File: config.mk
export PLATFORM = sky130hd
export DESIGN_NAME = mf3_queue
export DESIGN_NICKNAME = d
export VERILOG_FILES = /design/src/rtl/core/mf3_pkg.sv /design/src/rtl/core/mf3_queue.sv
export SDC_FILE = /design/constraint.sdc
export NUM_CORES = 1
export LEC_CHECK = 0
export BUFFER_PORTS_ARGS = -buffer_cell sky130_fd_sc_hd__clkbuf_2
export CAP_MARGIN = 20
export CELL_PAD_IN_SITES_DETAIL_PLACEMENT = 1
export CELL_PAD_IN_SITES_GLOBAL_PLACEMENT = 2
export CORE_MARGIN = 3
export CORE_UTILIZATION = 43
export CTS_BUF_LIST = sky130_fd_sc_hd__clkbuf_2
export CTS_CLUSTER_DIAMETER = 120
export CTS_CLUSTER_SIZE = 24
export DETAILED_ROUTE_END_ITERATION = 7
export PLACE_DENSITY = 0.79
export SETUP_SLACK_MARGIN = 0.05
export SLEW_MARGIN = 15
export SYNTH_ARGS = -nofsm -noshare
export SYNTH_HDL_FRONTEND = slang
export SYNTH_SLANG_ARGS = --single-unit
File: constraint.sdc
create_clock -name clk -period 4.5 [get_ports clk]
set_clock_uncertainty 0.05 [all_clocks]
set_input_delay 0.225 -clock clk [delete_from_list [all_inputs] [get_ports clk]]
set_output_delay 0.225 -clock clk [all_outputs]
set_load 0.02 [all_outputs]
File: src/rtl/core/mf3_pkg.sv
// Shared constants, register codes and types for the 3x3 median filter.
// No dependencies; every other file of the block imports this package.
package mf3_pkg;

  localparam int DEF_MAX_WIDTH   = 2048;
  localparam int DEF_SAMPLE_BITS = 16;

  localparam int QUEUE_DEPTH = 4;

  localparam int WCFG_BITS = 12;
  localparam int HCFG_BITS = 13;
  localparam int ROW_BITS  = 12;
  localparam int HEIGHT_LIMIT = 4096;

  localparam int CFG_ADDR_BITS = 3;
  localparam int CFG_DATA_BITS = 32;

  localparam logic [WCFG_BITS-1:0] RST_FRAME_WIDTH  = WCFG_BITS'(640);
  localparam logic [HCFG_BITS-1:0] RST_FRAME_HEIGHT = HCFG_BITS'(480);

  typedef enum logic [0:0] {
    REG_FRAME_WIDTH  = 1'b0,
    REG_FRAME_HEIGHT = 1'b1
  } reg_idx_t;

  // Which clamped neighborhoods one pixel releases.
  typedef struct packed {
    logic row_up;  // result for the previous row
    logic row_dn;  // result for the current (last) row
    logic col_lf;  // result for the previous column
    logic col_rt;  // result for the current (last) column
  } job_flags_t;

endpackage

File: src/rtl/core/mf3_queue.sv
// Short job queue between the front end and the median back end.
// Uses mf3_pkg for its depth.
module mf3_queue
  import mf3_pkg::*;
#(
  parameter int JW = 148
) (
  input  logic          clk,
  input  logic          rst_n,
  input  logic          push_valid,
  output logic          push_ready,
  input  logic [JW-1:0] push_data,
  output logic          pop_valid,
  input  logic          pop,
  output logic [JW-1:0] pop_data
);

  localparam int PB = $clog2(QUEUE_DEPTH);

  logic [JW-1:0] slot_r [QUEUE_DEPTH];
  logic [PB-1:0] wr_r, rd_r;
  logic [PB:0]   cnt_r;
  logic          do_push, do_pop;

  assign push_ready = (cnt_r != PB'(0) + (PB+1)'(QUEUE_DEPTH));
  assign pop_valid  = (cnt_r != '0);
  assign pop_data   = slot_r[rd_r];
  assign do_push    = push_valid && push_ready;
  assign do_pop     = pop && pop_valid;

  always_ff @(posedge clk) begin
    if (do_push) slot_r[wr_r] <= push_data;
  end

  always_ff @(posedge clk) begin
    if (!rst_n) begin
      wr_r  <= '0;
      rd_r  <= '0;
      cnt_r <= '0;
    end else begin
      if (do_push) wr_r <= wr_r + 1'b1;
      if (do_pop)  rd_r <= rd_r + 1'b1;
      if (do_push && !do_pop) cnt_r <= cnt_r + 1'b1;
      else if (do_pop && !do_push) cnt_r <= cnt_r - 1'b1;
    end
  end

endmodule

==> flow_summary.json <==
{
  "cts.path.max_buffers": 3,
  "clk_latency_ps": 1140,
  "std_cell_rows": 82,
  "grt_setup_unrepaired": "false",
  "fillers": 4521,
  "clkTransAtPathRegs_ps": 440,
  "internal_power_uw": 8800,
  "hold_viol": 0,
  "p_switching_uw": 4120,
  "synth_fa_ha_area_frac": 0.00376,
  "synth-xor-area-share": 0.00160,
  "final_common_cell": "edfxtp_1",
  "drt_iter0_drc": 700,
  "routed-via-count": 10940,
  "tritoncts": "yes",
  "die_h_um": 232,
  "synthDistinctLibCells": 26,
  "design_area_mm2": 0.0275,
  "gp_congestion": 0.738,
  "antenna_found_initial": 11,
  "min_period_ps": 3630,
  "slew_headroom": 0.435,
  "dpl.cell_count": 1778,
  "power_frac_clock": 0.137,
  "p_comb_frac": 0.319,
  "seqPwrFrac": 0.545,
  "wl_per_cell_um": 23.4,
  "area_growth_pct": 25.3,
  "wl_um": 49900,
  "grt_pass1_wl_um": 75500,
  "cp.arrival_ps": 3350,
  "min_path_type": "primary input to flip-flop",
  "synth_compound_area_frac": 0.00182,
  "slowest_delay_ps": 980,
  "numPortBuffers": 301,
  "post_cts_buffers": 0,
  "synth_simple_gate_area_share": 0.00416,
  "core_area_mm2": 0.0503,
  "firstDrtPassIters": 4,
  "p_leak_uw": 0.00924,
  "die_area_mm2": 0.0538,
  "crit_path_end_kind": "output pin",
  "synth_top_family_by_area": "multiplexers",
  "finalSetupViolations": 0,
  "cts_root_buf": "clkbuf_2",
  "power-per-cell-area_mw_per_mm2": 470,
  "cts_resized": 0,
  "finalMaxSlewViolations": 0,
  "start_util": 0.437,
  "drc_errors": 0,
  "hpwlAfterDp_um": 27800,
  "register_area_mm2": 0.0180,
  "worst_slew_pin_slew_ps": 848,
  "cts.sinks": 601,
  "synth_mux_area_frac": 0.153,
  "syn_avg_cell_area_um2": 26.7,
  "ioPinCount": 302,
  "crit_type": "flip-flop to output pin",
  "startpoint_type": "flip-flop",
  "hold_buffers": 304,
  "path_max_fanout": 36,
  "die_w_um": 232,
  "syn-num-nets": 979,
  "grt_pass1_vias": 12098,
  "grtUsageTotal": 0.185,
  "tns_ps": 0,
  "synth_cells": 821,
  "p_total_uw": 12900,
  "placed_cell_area_mm2": 0.0242,
  "cts_buffers": 29,
  "fmax_mhz": 276,
  "syn_area_mm2": 0.0219,
  "sw_frac_of_total": 0.319,
  "reg2reg_slack_ps": 1570,
  "final_cell_mix": "592 x edfxtp_1, 341 x clkbuf_2, 304 x dlygate4sd3_1, 148 x mux4_2, 10 x buf_12",
  "crit_chain": "buf_4, mux4_2, clkbuf_2",
  "multiInputGateArea_mm2": 0.00362,
  "fin_cells": 2132,
  "critPathSlowestCell": "dfxtp_4",
  "synth_warnings": 0,
  "ys_ff_latch": 601,
  "drive_gt1_frac": 0.355,
  "required_ps": 4220,
  "overflow": 0,
  "cap_viol_max_count": 0,
  "htree_levels": 1,
  "via_per_inst": 5.13,
  "ant_nets": 0,
  "grt_max_degree": 76,
  "vdd_drop_max_v": 0.000306,
  "period_share": 0.806,
  "yosysSeqAreaShare": 0.818,
  "status": "completed",
  "final_nets": 1599,
  "holdWs_ps": 343
}
## synth_stat cells, drive strengths merged
cell type,count,area [um^2]
edfxtp,592,17800
mux4,148,3330
buf,32,360
dfxtp,9,180
and2,8,50.1
ha,5,62.6
nand2,5,18.8
inv,3,11.3
mux2i,3,30.0
xnor2,3,26.3
a21boi,2,18.8
clkbuf,2,7.51
or3,2,12.5
fa,1,20.0
nor2,1,3.75
nor2b,1,6.26
o21ai,1,5.00
o311ai,1,8.76
o31ai,1,7.51
xor2,1,8.76
## worst max-delay path, delay by kind of cell (launching register included)
family	cells	cell delay [ps]
flip-flops	1	980
buffers and inverters	2	630
multiplexers	1	580
## final timing paths
kind	start	end	cells after the start
max	flip-flop	pop_data[138]	3
min reg2reg	wr_r[0]	wr_r[0]	2
min	push_data[6]	slot_r[1][6]	3
max reg2reg	cnt_r[0]	cnt_r[2]	9
## through the flow
stage / setup WS (ps) / utilization
final: 874 / 0.547
after global placement: 1960 / 0.481
after global routing: 411 / 0.547
after detailed placement: 1890 / 0.481
after CTS: 543 / 0.547
after floorplan: 1360 / -
## power groups by stage
stage / logic, uW / registers (uW) / clock network [uW]
floorplan: 2900 / 7030 / 0
global placement: 3930 / 7130 / 0
global route: 4400 / 7120 / 2050
CTS: 4190 / 7050 / 1870
finish: 4120 / 7040 / 1770
detailed placement: 3950 / 7170 / 0
## sequential cells by signal, summed over array words and instances, names as in the netlist, named ones only
signal  count
cnt_r       3
rd_r        2
slot_r    592
wr_r        2
## layer usage
metal	wire length [um]	share of wire	global-route usage
met1	19800	0.40	0.242
met4	1020	0.021	0.0401
met2	26800	0.54	0.331
met3	2240	0.045	0.0291
met5	19	0.00038	0
## cell type report
cell class	instances	area share
inverter	3	0.000409
clock inverter	1	0.00109
clock buffer	40	0.00728
antenna	9	0.000819
sequential	601	0.653
multi-input combinational	183	0.132
timing repair buffer	623	0.175
tap	672	0.0306
## cells by family after synthesis
| group | after synthesis |
|---|---|
| flops | 601 |
| mux | 151 |
| simple gates | 17 |
| compound gates | 5 |
| buf+inv | 37 |
| fa+ha+maj | 6 |
| xor+xnor | 4 |
(Power assumes the default switching activity.)
