<file path="config.mk">
export PLATFORM = sky130hd
export DESIGN_NAME = mf3_back_flat
export DESIGN_NICKNAME = d
export VERILOG_FILES = /design/src/rtl/core/mf3_pkg.sv /design/src/rtl/core/mf3_if.sv /design/src/rtl/core/mf3_back.sv /design/src/flat_wrapper.sv
export SDC_FILE = /design/constraint.sdc
export NUM_CORES = 1
export LEC_CHECK = 0
export ABC_AREA = 0
export BUFFER_PORTS_ARGS = -buffer_cell sky130_fd_sc_hd__buf_4
export CAP_MARGIN = 20
export CORE_MARGIN = 5
export CORE_UTILIZATION = 26
export CTS_BUF_LIST = sky130_fd_sc_hd__clkbuf_16
export CTS_CLUSTER_SIZE = 14
export DETAILED_ROUTE_END_ITERATION = 12
export PLACE_DENSITY = 0.44
export SYNTH_ARGS = -nofsm -noshare
export SYNTH_HDL_FRONTEND = slang
export SYNTH_SLANG_ARGS = --single-unit
</file>
<file path="constraint.sdc">
create_clock -name clk -period 9.9 [get_ports clk]
set_input_delay 0.495 -clock clk [delete_from_list [all_inputs] [get_ports clk]]
set_output_delay 0.495 -clock clk [all_outputs]
set_load 0.1 [all_outputs]
</file>
<file path="src/rtl/core/mf3_pkg.sv">
// Shared constants, register codes and types for the 3x3 median filter.
// No dependencies; every other file of the block imports this package.
package mf3_pkg;

  localparam int DEF_MAX_WIDTH   = 2048;
  localparam int DEF_SAMPLE_BITS = 16;

  localparam int QUEUE_DEPTH = 4;

  localparam int WCFG_BITS = 12;
  localparam int HCFG_BITS = 13;
  localparam int ROW_BITS  = 12;
  localparam int HEIGHT_LIMIT = 4096;

  localparam int CFG_ADDR_BITS = 3;
  localparam int CFG_DATA_BITS = 32;

  localparam logic [WCFG_BITS-1:0] RST_FRAME_WIDTH  = WCFG_BITS'(640);
  localparam logic [HCFG_BITS-1:0] RST_FRAME_HEIGHT = HCFG_BITS'(480);

  typedef enum logic [0:0] {
    REG_FRAME_WIDTH  = 1'b0,
    REG_FRAME_HEIGHT = 1'b1
  } reg_idx_t;

  // Which clamped neighborhoods one pixel releases.
  typedef struct packed {
    logic row_up;  // result for the previous row
    logic row_dn;  // result for the current (last) row
    logic col_lf;  // result for the previous column
    logic col_rt;  // result for the current (last) column
  } job_flags_t;

endpackage

</file>
<file path="src/rtl/core/mf3_if.sv">


interface mf3_out_if
  import mf3_pkg::*;
#(parameter int SAMPLE_BITS = DEF_SAMPLE_BITS) ();
  logic                   valid;
  logic                   ready;
  logic [SAMPLE_BITS-1:0] median_value;
  logic                   run_last;
  logic                   frame_last;

  modport source (output valid, output median_value, output run_last, output frame_last,
                  input ready);
  modport sink   (input valid, input median_value, input run_last, input frame_last,
                  output ready);
endinterface

</file>
<file path="src/rtl/core/mf3_back.sv">
// Back end: walks the clamped neighborhoods of each job and finds each
// median in a three-stage compare pipeline. Uses mf3_pkg, mf3_if.
module mf3_back
  import mf3_pkg::*;
#(
  parameter int SAMPLE_BITS = DEF_SAMPLE_BITS,
  localparam int JW = 9 * SAMPLE_BITS + $bits(job_flags_t)
) (
  input  logic          clk,
  input  logic          rst_n,
  input  logic          job_valid,
  input  logic [JW-1:0] job_data,
  output logic          job_pop,
  mf3_out_if.source     out_ch
);

  typedef logic [SAMPLE_BITS-1:0] smp_t;

  function automatic smp_t smin(smp_t a, smp_t b);
    return (a < b) ? a : b;
  endfunction

  function automatic smp_t smax(smp_t a, smp_t b);
    return (a < b) ? b : a;
  endfunction

  function automatic smp_t smed(smp_t a, smp_t b, smp_t c);
    return smax(smin(a, b), smin(smax(a, b), c));
  endfunction

  function automatic logic [1:0] clampi(logic right, logic [1:0] i);
    if (!right) return i;
    return (i == 2'd0) ? 2'd1 : 2'd2;
  endfunction

  logic [8:0][SAMPLE_BITS-1:0] win;
  job_flags_t                  flg;
  logic [3:0]                  mask, avail;
  logic [1:0]                  sel_r, k;
  logic                        more, en, issue;
  logic [8:0][SAMPLE_BITS-1:0] nine;

  logic                        s0_v_r, s1_v_r, s2_v_r;
  logic [8:0][SAMPLE_BITS-1:0] s0_r, s1_r;
  logic [2:0][SAMPLE_BITS-1:0] s2_r;
  logic [1:0]                  s0_t_r, s1_t_r, s2_t_r;  // {run_last, frame_last}
  logic                        out_v_r;
  smp_t                        out_d_r;
  logic [1:0]                  out_t_r;

  assign {win, flg} = job_data;
  assign mask = {flg.row_dn & flg.col_rt, flg.row_dn & flg.col_lf,
                 flg.row_up & flg.col_rt, flg.row_up & flg.col_lf};
  assign avail = mask & (4'b1111 << sel_r);

  always_comb begin
    k = 2'd3;
    for (int i = 3; i >= 0; i--) if (avail[i]) k = 2'(i);
    more = |(avail & ~(4'b1111 >> (3 - k)));
    for (int i = 0; i < 3; i++)
      for (int j = 0; j < 3; j++)
        nine[i*3+j] = win[clampi(k[0], 2'(i))*3 + clampi(k[1], 2'(j))];
  end

  assign en      = !out_v_r || out_ch.ready;
  assign issue   = job_valid && en;
  assign job_pop = issue && !more;

  always_ff @(posedge clk) begin
    if (en) begin
      s0_r   <= nine;
      s0_t_r <= {!more, (k == 2'd3)};
      for (int t = 0; t < 3; t++) begin
        s1_r[t*3+0] <= smin(smin(s0_r[t*3], s0_r[t*3+1]), s0_r[t*3+2]);
        s1_r[t*3+1] <= smed(s0_r[t*3], s0_r[t*3+1], s0_r[t*3+2]);
        s1_r[t*3+2] <= smax(smax(s0_r[t*3], s0_r[t*3+1]), s0_r[t*3+2]);
      end
      s1_t_r <= s0_t_r;
      s2_r[0] <= smax(smax(s1_r[0], s1_r[3]), s1_r[6]);
      s2_r[1] <= smed(s1_r[1], s1_r[4], s1_r[7]);
      s2_r[2] <= smin(smin(s1_r[2], s1_r[5]), s1_r[8]);
      s2_t_r <= s1_t_r;
      out_d_r <= smed(s2_r[0], s2_r[1], s2_r[2]);
      out_t_r <= s2_t_r;
    end
  end

  always_ff @(posedge clk) begin
    if (!rst_n) begin
      sel_r   <= '0;
      s0_v_r  <= 1'b0;
      s1_v_r  <= 1'b0;
      s2_v_r  <= 1'b0;
      out_v_r <= 1'b0;
    end else if (en) begin
      s0_v_r  <= issue;
      s1_v_r  <= s0_v_r;
      s2_v_r  <= s1_v_r;
      out_v_r <= s2_v_r;
      if (issue) sel_r <= more ? k + 1'b1 : 2'd0;
    end
  end

  assign out_ch.valid        = out_v_r;
  assign out_ch.median_value = out_d_r;
  assign out_ch.run_last     = out_t_r[1];
  assign out_ch.frame_last   = out_t_r[0];

endmodule

</file>
<file path="src/flat_wrapper.sv">
// flat-port wrapper written by rule: the top's interface ports become plain ports
module mf3_back_flat import mf3_pkg::*;
#(
  parameter int SAMPLE_BITS = DEF_SAMPLE_BITS,
  localparam int JW = 9 * SAMPLE_BITS + $bits(job_flags_t)
)
  (clk, rst_n, job_valid, job_data, job_pop, out_ch_valid, out_ch_median_value, out_ch_run_last, out_ch_frame_last, out_ch_ready);
  mf3_out_if #(.SAMPLE_BITS(SAMPLE_BITS)) out_ch_i ();
  input  logic clk;
  input  logic rst_n;
  input  logic job_valid;
  input  logic [JW-1:0] job_data;
  output logic job_pop;
  output wire logic [$bits(out_ch_i.valid)-1:0] out_ch_valid;
  output wire logic [$bits(out_ch_i.median_value)-1:0] out_ch_median_value;
  output wire logic [$bits(out_ch_i.run_last)-1:0] out_ch_run_last;
  output wire logic [$bits(out_ch_i.frame_last)-1:0] out_ch_frame_last;
  input wire logic [$bits(out_ch_i.ready)-1:0] out_ch_ready;
  assign out_ch_valid = out_ch_i.valid;
  assign out_ch_median_value = out_ch_i.median_value;
  assign out_ch_run_last = out_ch_i.run_last;
  assign out_ch_frame_last = out_ch_i.frame_last;
  assign out_ch_i.ready = out_ch_ready;
  mf3_back #(.SAMPLE_BITS(SAMPLE_BITS)) u_core (.clk(clk), .rst_n(rst_n), .job_valid(job_valid), .job_data(job_data), .job_pop(job_pop), .out_ch(out_ch_i));
endmodule
</file>
==> flow_metrics.py, run 1 <==
metrics = {
    "yosys": {
        "ys.flop_type": "sky130_fd_sc_hd__edfxtp_1",
        "synth.avg_cell_area_sq_um": 10.09,
        "synthesis.yosys.warnings": 0,
        "ys_seq_elements": 366,
        "synthDominantCellAreaShare": 0.3735,
        "synth_cells": 2869,
        "syn-num-nets": 3356,
        "synthArstFlopShare": 0,
        "synth.largest_area_cell": "sky130_fd_sc_hd__edfxtp_1",
        "yosysUniqueCellTypes": 76,
        "synth_area_leaders": "sky130_fd_sc_hd__edfxtp_1 37%, sky130_fd_sc_hd__ha_1 14%, sky130_fd_sc_hd__mux2_2 7.1%, sky130_fd_sc_hd__mux2i_1 5.6%, sky130_fd_sc_hd__mux4_2 4.6%",
        "synth.cell_area_sq_um": 28950,
        "ys_seq_area_frac": 0.3776,
        "synth_enable_flop_cells": 360,
    },
    "critical_path": {
        "worst-endpoint-required_ns": 10.18,
        "critPathMaxFanout": 32,
        "crit_path_top_delay_cell": "sky130_fd_sc_hd__a211oi_4",
        "setup.worst_path.end_class": "flop",
        "most_frequent_cell_on_critical_path": "sky130_fd_sc_hd__a21oi_1",
        "setup.worst_path.class": "reg2reg",
        "critical_path.reg2reg.startpoint": "u_core.s0_r[13]",
        "worst-r2r-cell-count": 26,
        "startpoint_type": "flop",
        "largest_stage_delay_on_the_critical_path_ns": 0.96,
        "rr_endpoint": "u_core.s1_r[18]",
        "critical_path_arrival_ns": 8.45,
        "regToRegSetupSlack_ns": 1.73,
    },
    "clocking": {
        "cts_setup_buffers": 0,
        "clkSlewWorstSetupHoldPaths_ns": 0.06,
        "postCtsResizedCells": 0,
        "tritoncts.num_buffers": 45,
        "holdBufCountCts": 0,
        "cts.htree.levels": 2,
        "clkSinkCount": 366,
        "ctsRootBufferMaster": "sky130_fd_sc_hd__clkbuf_16",
        "clockBufferDepth": 3,
        "clk_lat_worst_skew_ns": 0.60,
        "cts_tree": "built",
    },
    "route": {
        "drt_iter0_drc": 1860,
        "number_of_iterations_in_the_first_detailed_routing_pass": 5,
        "drt.antenna.violating_nets": 0,
        "route.detailed.drc": 0,
        "route.vias.total": 22070,
        "drt-total-wl_mm": 99.95,
        "routedWlPerCell_microns": 22.13,
        "detail_route.vias_per_cell": 4.885,
    },
    "final_layout": {
        "drive_above_1_share": 0.1833,
        "number_of_non_filler_instances_in_the_completed_layout": 4517,
        "finalNetCount": 3479,
        "mostFrequentLayoutCells": "360 x sky130_fd_sc_hd__edfxtp_1, 333 x sky130_fd_sc_hd__ha_1, 279 x sky130_fd_sc_hd__inv_1",
        "layout.cells.most_common": "sky130_fd_sc_hd__edfxtp_1",
        "synthToLayoutAreaGrowth_pct": 15.50,
    },
    "floorplan": {
        "die_y_microns": 343.7,
        "effective_utilization_at_floorplan": 0.2615,
        "row_count": 122,
        "die_width_microns": 343.7,
        "area_of_the_placeable_core_sq_um": 110700,
        "ports_placed_on_the_boundary": 172,
        "die_footprint_sq_um": 118100,
    },
    "placement": {
        "placement.io_buffers": 171,
        "number_of_cells_after_detailed_placement": 4430,
        "detailedPlacementHpwl_mm": 81.83,
        "place_congestion": 0.8896,
    },
    "timing": {
        "min_cycle_time_layout_ns": 8.167,
        "finalHoldViolations": 0,
        "setup_violations": 0,
        "fmaxAchievable_ghz": 0.1225,
        "timing_worst_slew_pin_value_ns": 1.133,
        "slew_viol_final": 0,
        "setup_total_negative_slack_ns": 0,
        "rsz0062_at_grt": "no",
        "holdWs_ns": 0.1506,
        "final.setup_skew_ns": 0.02132,
        "worst_slew_margin_rel": 0.2425,
        "finalCritPeriodShare": 0.8249,
    },
    "status": {
        "status": "completed",
    },
    "min_path": {
        "hold_path_class": "in2reg",
        "hold_depth": 2,
        "hp_start": "rst_n",
        "timing.hold.worst_endpoint": "u_core.out_ch.valid",
    },
    "grt": {
        "grt_pass1_vias": 21210,
        "wire_length_of_the_first_global_routing_pass_mm": 145.9,
        "overflow": 0,
        "antenna_found_initial": 2,
        "grt.total_usage": 0.1658,
        "grt_start_max_net_pins": 102,
    },
    "job": {
        "maxCapViolCount": 0,
    },
}
==> layout make-up <==
class / count / area [sq um]
antenna: 1 / 2.502
clock buffer: 45 / 1126
clock inverter: 38 / 359.1
fill: 11440 / 77240
inverter: 274 / 1036
multi-input combinational: 2099 / 16550
sequential: 366 / 10930
tap: 1488 / 1862
timing repair buffer: 206 / 1565
==> stage by stage <==
| stage | cell area [sq um] | util | worst slack (ns) |
|---|---|---|---|
| 3_3_place_gp | 31890 | 0.2881 | 1.979 |
| 4_1_cts | 33400 | 0.3018 | 1.796 |
| 5_1_grt | 33430 | 0.3021 | 1.031 |
| 3_5_place_dp | 31910 | 0.2883 | 1.819 |
| 2_1_floorplan | 28950 | - | 0.01460 |
| 6_report | 33430 | 0.3021 | 1.733 |
==> layer usage <==
layer  vias to the layer above  wire, microns  track usage
met5                         -             13            0
met4                         2           2673      0.04419
met3                       103           4648      0.02264
met2                       588          43330       0.2547
met1                     10490          49280       0.2444
li1                      10880              -            -
==> cells by family (layout without fill, tap and decap cells) <==
family	Yosys count	after routing	share of synthesized area
DFF	366	366	0.3776
muxes	414	414	0.1770
other	0	1	0
buffers and inverters	404	563	0.05477
AOI/OAI and AO/OA	677	677	0.1422
adders and majority gates	335	335	0.1448
and+or+nand+nor	673	673	0.1036
==> cell usage after synthesis (6+ instances only) <==
library cell	number
sky130_fd_sc_hd__edfxtp_1	360
sky130_fd_sc_hd__ha_1	335
sky130_fd_sc_hd__nand2_1	275
sky130_fd_sc_hd__inv_1	274
sky130_fd_sc_hd__a21oi_1	247
sky130_fd_sc_hd__o21ai_0	211
sky130_fd_sc_hd__nor2_1	191
sky130_fd_sc_hd__mux2_2	183
sky130_fd_sc_hd__mux2i_1	162
sky130_fd_sc_hd__clkbuf_1	87
sky130_fd_sc_hd__a21o_1	73
sky130_fd_sc_hd__mux4_2	59
sky130_fd_sc_hd__nand4_1	58
sky130_fd_sc_hd__nor3_1	38
sky130_fd_sc_hd__nand3_1	33
sky130_fd_sc_hd__buf_2	22
sky130_fd_sc_hd__a211oi_1	21
sky130_fd_sc_hd__nor2b_1	19
sky130_fd_sc_hd__o211ai_1	15
sky130_fd_sc_hd__o21a_1	15
sky130_fd_sc_hd__buf_1	14
sky130_fd_sc_hd__nand2b_1	13
sky130_fd_sc_hd__a32oi_1	12
sky130_fd_sc_hd__a221oi_1	10
sky130_fd_sc_hd__and3_1	10
sky130_fd_sc_hd__mux2_1	10
sky130_fd_sc_hd__nor4_1	7
sky130_fd_sc_hd__o21ai_1	7
sky130_fd_sc_hd__o21bai_1	7
sky130_fd_sc_hd__a211o_1	6
sky130_fd_sc_hd__and4_1	6
sky130_fd_sc_hd__dfxtp_1	6
==> worst max path at each step <==
stage / start / endpoint / slack, ns / cells past startpoint
2_1_floorplan: u_core.out_ch.valid / job_pop / 0.01 / 3
3_3_place_gp: u_core.s0_r[13] / u_core.s1_r[16] / 1.98 / 26
3_5_place_dp: u_core.s0_r[13] / u_core.s1_r[17] / 1.82 / 26
4_1_cts: u_core.s0_r[13] / u_core.s1_r[17] / 1.80 / 26
5_1_grt: u_core.s0_r[13] / u_core.s1_r[17] / 1.03 / 26
6_report: u_core.s0_r[13] / u_core.s1_r[18] / 1.73 / 26
==> registers in the layout, summed over array words and instances (netlist names) <==
name                        cells
u_core.sel_r                    2
u_core.s2_v_r                   1
u_core.s1_r                   144
u_core.s2_t_r                   2
u_core.s2_r                    48
u_core.s1_t_r                   2
u_core.out_ch.median_value     16
u_core.s0_t_r                   2
u_core.s0_v_r                   1
u_core.out_t_r                  2
u_core.s0_r                   144
u_core.s1_v_r                   1
u_core.out_ch.valid             1
==> critical path: cells and delay by family (launching register included) <==
kind                     cells  cell delay, ns
adder cells (fa/ha/maj)      3            0.94
multiplexers                 2            0.64
buffers and inverters        2            0.82
AO/OA/AOI/OAI               14            3.41
flip-flops                   1            0.42
AND/OR/NAND/NOR              5            1.59
Power of run 1 is left out: the tool's default activity adds up to more than one toggle a clock period on the data nets, which glitch-free logic cannot reach.
==> run 2: changes to the inputs <==
Settings changed: ABC_AREA 0 to 1, PLACE_DENSITY 0.44 to 0.45.
Clock period 9.9 ns to 7.4 ns, I/O delays scaled along.
==> flow_metrics.py, run 2 <==
metrics = {
    "status": {
        "status": "completed",
    },
    "clocking": {
        "cts.htree.levels": 2,
        "clockBufferDepth": 3,
        "clkSinkCount": 366,
        "clk_lat_worst_skew_ns": 0.60,
        "ctsRootBufferMaster": "sky130_fd_sc_hd__clkbuf_16",
        "holdBufCountCts": 0,
        "cts_setup_buffers": 0,
        "tritoncts.num_buffers": 45,
        "cts_tree": "built",
        "postCtsResizedCells": 0,
        "clkSlewWorstSetupHoldPaths_ns": 0.06,
    },
    "floorplan": {
        "die_width_microns": 340.4,
        "row_count": 121,
        "die_y_microns": 340.4,
        "ports_placed_on_the_boundary": 172,
        "die_footprint_sq_um": 115900,
        "area_of_the_placeable_core_sq_um": 108700,
        "effective_utilization_at_floorplan": 0.2611,
    },
    "timing": {
        "min_cycle_time_layout_ns": 6.049,
        "slew_viol_final": 0,
        "layout_setup_ws_ns": 1.351,
        "setup_total_negative_slack_ns": 0,
        "timing_worst_slew_pin_value_ns": 1.069,
        "final.setup_skew_ns": 0.03580,
        "setup_violations": 0,
        "worst_slew_margin_rel": 0.2871,
        "fmaxAchievable_ghz": 0.1653,
        "finalCritPeriodShare": 0.8174,
        "rsz0062_at_grt": "no",
        "finalHoldViolations": 0,
    },
    "yosys": {
        "ys_seq_elements": 366,
        "synthesis.yosys.warnings": 0,
        "synth.cell_area_sq_um": 28380,
        "synth_enable_flop_cells": 360,
        "synth_most_common_cell": "sky130_fd_sc_hd__nand2_1",
        "ys_seq_area_frac": 0.3851,
        "synth.avg_cell_area_sq_um": 7.733,
        "synthArstFlopShare": 0,
        "syn-num-nets": 4157,
        "synth_cells": 3670,
        "synth.largest_area_cell": "sky130_fd_sc_hd__edfxtp_1",
        "synthDominantCellAreaShare": 0.3809,
        "synth_area_leaders": "sky130_fd_sc_hd__edfxtp_1 38%, sky130_fd_sc_hd__ha_1 15%, sky130_fd_sc_hd__nand2_1 12%, sky130_fd_sc_hd__o21ai_0 9.5%, sky130_fd_sc_hd__inv_1 6.3%",
        "yosysUniqueCellTypes": 42,
        "ys.flop_type": "sky130_fd_sc_hd__edfxtp_1",
        "ys_top_cells_by_count": "941 x sky130_fd_sc_hd__nand2_1, 541 x sky130_fd_sc_hd__o21ai_0, 479 x sky130_fd_sc_hd__inv_1, 360 x sky130_fd_sc_hd__edfxtp_1, 335 x sky130_fd_sc_hd__ha_1",
    },
    "final_layout": {
        "synthToLayoutAreaGrowth_pct": 14.45,
        "drive_above_1_share": 0.08566,
        "number_of_non_filler_instances_in_the_completed_layout": 5208,
        "finalNetCount": 4247,
        "registers_with_the_most_flip_flops": "u_core.s0_r: 144 flops, u_core.s1_r: 144 flops, u_core.s2_r: 48 flops",
        "antenna-diode-count": 0,
        "mostFrequentLayoutCells": "941 x sky130_fd_sc_hd__nand2_1, 541 x sky130_fd_sc_hd__o21ai_0, 483 x sky130_fd_sc_hd__inv_1",
        "layout.cells.most_common": "sky130_fd_sc_hd__nand2_1",
        "fin_area_sq_um": 32480,
    },
    "critical_path": {
        "setup.worst_path.class": "reg2reg",
        "startpoint_type": "flop",
        "critical_path_arrival_ns": 6.39,
        "critPathMaxFanout": 63,
        "worst-endpoint-required_ns": 7.74,
        "setup.worst_path.end_class": "flop",
    },
    "grt": {
        "grt_pass1_vias": 22880,
        "grt_start_max_net_pins": 138,
        "wire_length_of_the_first_global_routing_pass_mm": 147.1,
        "grt.total_usage": 0.1667,
        "overflow": 0,
        "antenna_found_initial": 0,
    },
    "placement": {
        "dpl-instance-area_sq_um": 31060,
        "place_congestion": 0.8811,
        "placement.setup.worst_slack_ns": 1.353,
        "number_of_cells_after_detailed_placement": 5127,
        "placement.io_buffers": 171,
        "detailedPlacementHpwl_mm": 82.08,
    },
    "route": {
        "routedWlPerCell_microns": 19.20,
        "drt_iter0_drc": 2039,
        "route.vias.total": 24510,
        "drt-total-wl_mm": 99.98,
        "number_of_iterations_in_the_first_detailed_routing_pass": 6,
        "detail_route.vias_per_cell": 4.707,
        "route.detailed.drc": 0,
        "drt.antenna.violating_nets": 0,
    },
    "job": {
        "maxCapViolCount": 0,
    },
    "min_path": {
        "hold_path_class": "in2reg",
    },
}
run 2: final timing paths:
path                          from                 to  slack [ns]  depth (start not counted)
hold / removal       job_data[135]   u_core.s0_r[131]        0.05                          1
hold reg to reg   u_core.s2_t_r[0]  u_core.out_t_r[0]        0.42                          0
setup reg to reg   u_core.s0_r[71]    u_core.s1_r[72]        1.35                         27
setup / recovery   u_core.s0_r[71]    u_core.s1_r[72]        1.35                         27
run 2: through the flow:
stage            util  hold WS (ns)
2_1_floorplan       -        0.4003
3_3_place_gp   0.2857        0.4046
3_5_place_dp   0.2857        0.4054
4_1_cts        0.2988       0.02058
5_1_grt        0.2988       0.03157
6_report       0.2988       0.05443
run 2: final cells by class:
class | instances | area, sq um
fillers | 11760 | 76220
multi-input cells | 2663 | 15020
flip-flops and latches | 366 | 10930
inverters | 485 | 1824
well taps | 1414 | 1769
repair buffers | 199 | 1506
clock buffers | 45 | 1126
clock inverters | 36 | 297.8
run 2: logic make-up after synthesis:
kind of cell	after synthesis	share of synthesized area
AO/OA/AOI/OAI	892	0.1686
adder cells (fa/ha/maj)	335	0.1477
buffers and inverters	641	0.08694
flip-flops	366	0.3851
multiplexers	30	0.01058
AND/OR/NAND/NOR	1406	0.2011
run 2: metal layers:
layer,global-route usage,vias to the layer above,wire [microns]
met5,0,-,0
met4,0.05253,0,3383
met3,0.02255,122,4658
met2,0.2600,629,43210
met1,0.2392,11170,48730
li1,-,12600,-
run 2: worst max-delay path, stage by stage (launching register included):
cell                       delay, ns
sky130_fd_sc_hd__edfxtp_1       0.40
sky130_fd_sc_hd__inv_1          0.12
sky130_fd_sc_hd__ha_1           0.25
sky130_fd_sc_hd__a21oi_1        0.16
sky130_fd_sc_hd__o21a_1         0.13
sky130_fd_sc_hd__nand2_1        0.09
sky130_fd_sc_hd__nand2_1        0.10
sky130_fd_sc_hd__nand2_2        0.51
sky130_fd_sc_hd__o21ai_0        0.83
sky130_fd_sc_hd__ha_1           0.37
sky130_fd_sc_hd__a21oi_1        0.15
sky130_fd_sc_hd__nor2_1         0.06
sky130_fd_sc_hd__a211oi_1       0.16
sky130_fd_sc_hd__nand2_1        0.10
sky130_fd_sc_hd__nand2_1        0.10
sky130_fd_sc_hd__nand2_2        0.26
sky130_fd_sc_hd__inv_2          0.18
sky130_fd_sc_hd__nand2_1        0.06
sky130_fd_sc_hd__o21ai_0        0.13
sky130_fd_sc_hd__inv_1          0.08
sky130_fd_sc_hd__ha_1           0.30
sky130_fd_sc_hd__a21oi_1        0.14
sky130_fd_sc_hd__nor2_1         0.05
sky130_fd_sc_hd__a211oi_1       0.22
sky130_fd_sc_hd__o221a_2        0.47
sky130_fd_sc_hd__nand2_4        0.19
sky130_fd_sc_hd__nand2_1        0.10
sky130_fd_sc_hd__nand2_1        0.08
Power of run 2 is left out for the same reason.
